$ cat config.mk
export PLATFORM = sky130hd
export DESIGN_NAME = q2e_atan
export DESIGN_NICKNAME = d
export VERILOG_FILES = /design/src/hdl/quaternion_to_euler_assert.svh /design/src/hdl/q2e_pkg.sv /design/src/hdl/q2e_atan.sv
export SDC_FILE = /design/constraint.sdc
export NUM_CORES = 2
export LEC_CHECK = 0
export BUFFER_PORTS_ARGS = -buffer_cell sky130_fd_sc_hd__buf_2
export CAP_MARGIN = 10
export CORE_UTILIZATION = 35
export CTS_BUF_LIST = sky130_fd_sc_hd__clkbuf_4
export DETAILED_ROUTE_END_ITERATION = 10
export PLACE_DENSITY_LB_ADDON = 0.1
export SLEW_MARGIN = 25
export SYNTH_ARGS = -nofsm -noshare
export SYNTH_HDL_FRONTEND = slang
export SYNTH_SLANG_ARGS = --single-unit
$ cat constraint.sdc
create_clock -name clk -period 17.9 [get_ports clk]
set_input_delay 0.895 -clock clk [delete_from_list [all_inputs] [get_ports clk]]
set_output_delay 0.895 -clock clk [all_outputs]
set_load 0.02 [all_outputs]
$ cat src/hdl/quaternion_to_euler_assert.svh
// ----------------------------------------------------------------------------
// Quaternion to Euler assertion macros
// Small set of concurrent assertion helpers used by the top-level RTL.
// ----------------------------------------------------------------------------
`ifndef QUATERNION_TO_EULER_ASSERT_SVH
`define QUATERNION_TO_EULER_ASSERT_SVH

// implication checked every clock, off during reset
`define Q2E_ASSERT_IMP(label, ante, cons) \
  label: assert property (@(posedge clk) disable iff (rst) (ante) |-> (cons)) \
    else $error("assertion failed");

// next-cycle implication, off during reset
`define Q2E_ASSERT_NXT(label, ante, cons) \
  label: assert property (@(posedge clk) disable iff (rst) (ante) |=> (cons)) \
    else $error("assertion failed");

`endif

$ cat src/hdl/q2e_pkg.sv
// ----------------------------------------------------------------------------
// Quaternion to Euler package
// Shared constants, CORDIC angle table and helper types.
// ----------------------------------------------------------------------------
`default_nettype none
package q2e_pkg;
  localparam int QW = 16;
  localparam int MW = 34;
  localparam int ZW = 34;
  localparam int TABLE_LEN = 24;
  localparam logic signed [ZW-1:0] PI_Q30 = 34'sd3373259426;
  localparam logic signed [MW-1:0] ONE_Q28 = 34'sd268435456;

  function automatic logic signed [ZW-1:0] atan_q30(input logic [4:0] i);
    case (i)
      5'd0: atan_q30 = 34'h03243F6A8;
      5'd1: atan_q30 = 34'h01DAC6705;
      5'd2: atan_q30 = 34'h00FADBAFC;
      5'd3: atan_q30 = 34'h007F56EA6;
      5'd4: atan_q30 = 34'h003FEAB76;
      5'd5: atan_q30 = 34'h001FFD55B;
      5'd6: atan_q30 = 34'h000FFFAAA;
      5'd7: atan_q30 = 34'h0007FFF55;
      5'd8: atan_q30 = 34'h0003FFFEA;
      5'd9: atan_q30 = 34'h0001FFFFD;
      5'd10: atan_q30 = 34'h0000FFFFF;
      5'd11: atan_q30 = 34'h00007FFFF;
      5'd12: atan_q30 = 34'h00003FFFF;
      5'd13: atan_q30 = 34'h00001FFFF;
      5'd14: atan_q30 = 34'h00000FFFF;
      5'd15: atan_q30 = 34'h000007FFF;
      5'd16: atan_q30 = 34'h000003FFF;
      5'd17: atan_q30 = 34'h000001FFF;
      5'd18: atan_q30 = 34'h000000FFF;
      5'd19: atan_q30 = 34'h0000007FF;
      5'd20: atan_q30 = 34'h0000003FF;
      5'd21: atan_q30 = 34'h0000001FF;
      5'd22: atan_q30 = 34'h0000000FF;
      5'd23: atan_q30 = 34'h00000007F;
      default: atan_q30 = '0;
    endcase
  endfunction

  typedef struct packed {
    logic signed [MW-1:0] m32;
    logic signed [MW-1:0] m33;
    logic signed [MW-1:0] v;
    logic signed [MW-1:0] m21;
    logic signed [MW-1:0] m11;
  } q2e_mat_t;
endpackage
`default_nettype wire

$ cat src/hdl/q2e_atan.sv
// ----------------------------------------------------------------------------
// Quaternion to Euler CORDIC
// Pipelined vectoring CORDIC atan2, one iteration per stage.
// ----------------------------------------------------------------------------
`default_nettype none
module q2e_atan
  import q2e_pkg::*;
#(
  parameter int STEPS = 14,
  parameter int FRAC = 13
) (
  input  wire logic clk,
  input  wire logic adv,
  input  wire logic signed [MW+1:0] yi,
  input  wire logic signed [MW+1:0] xi,
  output logic signed [ZW-1:0] ang
);
  localparam int N = (STEPS > TABLE_LEN) ? TABLE_LEN : STEPS;
  localparam int SH = 30 - FRAC;
  logic signed [MW+3:0] xs [0:N];
  logic signed [MW+3:0] ys [0:N];
  logic signed [ZW-1:0] zs [0:N];
  logic zero [0:N];

  always_ff @(posedge clk) begin
    if (adv) begin
      zero[0] <= (xi == 0) && (yi == 0);
      if (xi < 0) begin
        zs[0] <= (yi >= 0) ? PI_Q30 : -PI_Q30;
        xs[0] <= -(MW+4)'(xi);
        ys[0] <= -(MW+4)'(yi);
      end else begin
        zs[0] <= '0;
        xs[0] <= (MW+4)'(xi);
        ys[0] <= (MW+4)'(yi);
      end
    end
  end

  for (genvar i = 0; i < N; i++) begin : g_it
    always_ff @(posedge clk) begin
      if (adv) begin
        zero[i+1] <= zero[i];
        if (ys[i] > 0) begin
          xs[i+1] <= xs[i] + (ys[i] >>> i);
          ys[i+1] <= ys[i] - (xs[i] >>> i);
          zs[i+1] <= zs[i] + atan_q30(5'(i));
        end else begin
          xs[i+1] <= xs[i] - (ys[i] >>> i);
          ys[i+1] <= ys[i] + (xs[i] >>> i);
          zs[i+1] <= zs[i] - atan_q30(5'(i));
        end
      end
    end
  end

  always_ff @(posedge clk) begin
    if (adv) ang <= zero[N] ? '0 : ((zs[N] + (ZW'(1) <<< (SH - 1))) >>> SH);
  end
endmodule
`default_nettype wire

==> metrics.csv <==
metric,value,unit
run status,"finished, final reports clean",
GPL Wtd Cong,0.898,
CP Buf/Inv Count,2,
Yosys reg bits,1492,
Synth-to-Final Area Change,10.1,%
HPWL after DPL,306000,um
vias,104407,
DRC Markers,0,
fin crit share,45.9,%
Crit. End Element,flip-flop,
"Arr. time, crit path",9340,ps
layout cells sized above 1,7.24,%
Hold Fails Final Rpt,0,
slowest CP cell,o21ai_0,
Netlist cell types,98,
Max Root-Sink Buffers,4,
Fin Setup TNS,0,ps
"Seq/Total Area, Yosys",34.8,%
total length of routed wires,384000,um
gr usage total,19.9,%
number of global-route vias before repair,102590,
Worst Tran Pin Value,1170,ps
initial DRC count,6411,
fin cells,19221,
Overflow after GRT,0,
total die area,370000,um2
clk_lat worst skew,1480,ps
"Slew Viols, Final",0,
Top delay family on crit path,compound AO/OA/AOI/OAI gates,
DR WL/cell,20.0,um
Port Buffers,90,
core area,366000,um2
synth top area cells,"edfxtp_1 35%, ha_1 14%, xnor2_1 8.5%, a21oi_1 5.2%, xor2_1 4.8%",
root buffer cell,clkbuf_4,
Initial DRT Pass Iterations,6,
Clock transition at path regs,70,ps
Hold WC Path Type,in2reg,
final core utilization,38.8,%
CP Data Required Time,19030,ps
CP dominant cell by count,o21ai_0,
CTS tree,yes,
IO Count,108,
Die W,608,um
vias per cell,5.43,
ys flop type,edfxtp_1,
hold_ws,248,ps
mapped cell area,129000,um2
largest net degree at the start of global routing,184,
dominant cell type by area after synthesis,edfxtp_1,
f_max,0.122,GHz
Worst slew margin,21.6,%
post-route ant nets,0,
Die Y,608,um
Resized Gates After CTS,0,
post-synth top area share,34.8,%
# clock sinks,1492,
Placed Instances,18301,
"Cell Chain, Critical Path","nor4_1, nand2b_1, nor3b_1, nand2_1, or4_1, or3_1, nor4_4, a21oi_4, buf_4, o21ai_1, inv_1, fa_1, nor2b_1, o21ai_0, a21bo_2, a21o_1, a21boi_0, o2111ai_1, o21ai_0, a311oi_1, o41ai_1, a21oi_1, xnor2_1",
crit-path max FO,36,
Crit Path Class,reg2reg,
first-pass GRT wire length,590000,um
"top cells by count, synth","1,492 x edfxtp_1, 1,411 x ha_1, 1,326 x a21oi_1",
initial antenna violation count,10,
TritonCTS Buffers,434,
row cnt,222,
Worst path max stage delay,750,ps
Max Cap Violations,0,
final-stage net count,15566,
number of synthesized flops with an enable pin,1492,
Ys Warns,0,
crit path time final,8210,ps
critical path startpoint category,flip-flop,
top-count cell post-synth,edfxtp_1,
H-tree depth,5,
Clock Skew,135,ps
Mapped Cells,13562,
async set-reset flop share out of synthesis,0,%
# setup viols final,0,
mean post-synth cell area,9.49,um2
RSZ-0062 raised after global routing,false,
Initial Util,35.2,%
worst paths after layout:
path | startpoint | to | slack [ps] | cells after the start
setup / recovery | ys[2][6] | ys[2][72] | 9690 | 23
hold / removal | xi[0] | xs[0][0] | 250 | 2
setup reg to reg | ys[2][6] | ys[2][72] | 9690 | 23
hold reg to reg | zero[2] | zero[3] | 420 | 0
per-stage QoR:
stage	instance area (um2)	setup WS, ps
5_1_grt	142000	9040
3_3_place_gp	135000	9700
2_1_floorplan	129000	11270
6_report	142000	9690
3_5_place_dp	135000	9620
4_1_cts	142000	9580
area by class of cell:
class                           count  area [um2]
Inverter                          611        2310
Fill cell                       36471      224000
Clock buffer                      605        4540
Multi-Input combinational cell  11219       80700
Clock inverter                    182        1060
Timing Repair Buffer              285        2260
Sequential cell                  1492       44800
Tap cell                         4816        6030
Antenna cell                       11        27.5
what timing repair did:
action / in CTS / in global routing
endpoints found under the hold margin: 163 / 0
hold buffers: 122 / 0
buffers inserted: 0 / 0
sequential cells by signal, summed over array words and instances, names as in the netlist:
register	flops
ys	532
xs	481
zs	447
ang	17
zero	15
layout by cell type (no fill, tap or decap), drive strengths merged, types with 37 or more instances in the layout:
cell type and instances:
ha 1411, o21bai 152, nor2b 210, o31ai 225, inv 614, nand2 754, mux2i 40, nor3 305
and4 37, nand4 108, clkinv 166, o21a 195, or2 75, a21boi 48, a31oi 118, nor2 975
and3 132, buf 163, o21ai 806, o211ai 70, xnor2 1249, a21o 653, nor4 124, a21oi 1330
xor2 711, or4 73, clkbuf 605, fa 38, and2 64, o41ai 90, nand3 240, a211oi 104
or3 138, nand2b 224, dlygate4sd3 122, edfxtp 1492
per-layer routing:
| metal | global-route usage, % | vias to the layer above | part of all wire (%) |
|---|---|---|---|
| met3 | 2.21 | 637 | 3.8 |
| met5 | 0 | - | 0.011 |
| met4 | 6.79 | 6 | 3.3 |
| met1 | 25.1 | 49782 | 44 |
| li1 | - | 51777 | - |
| met2 | 35.2 | 2205 | 49 |
logic make-up after synthesis:
family,count (synthesis),synth area share (%)
AO/OA/AOI/OAI,4180,20.7
other,1,0.00291
multiplexers,59,0.477
adder cells (fa/ha/maj),1449,14.3
buffers and inverters,867,2.62
flip-flops,1492,34.8
AND/OR/NAND/NOR,3554,13.8
XOR/XNOR,1960,13.4
worst reg2reg max path, cell delays in order, from the launching register on:
cell and delay, ps:
edfxtp_1 490, nor4_1 400, nand2b_1 150, nor3b_1 530, nand2_1 270, or4_1 630
or3_1 500, nor4_4 460, a21oi_4 250, buf_4 430, o21ai_1 280, inv_1 100
fa_1 430, nor2b_1 110, o21ai_0 100, a21bo_2 230, a21o_1 160, a21boi_0 400
o2111ai_1 290, o21ai_0 750, a311oi_1 230, o41ai_1 460, a21oi_1 140, xnor2_1 130
Power is left out: the tool's default activity adds up to more than one toggle a clock period on the data nets, which glitch-free logic cannot reach.
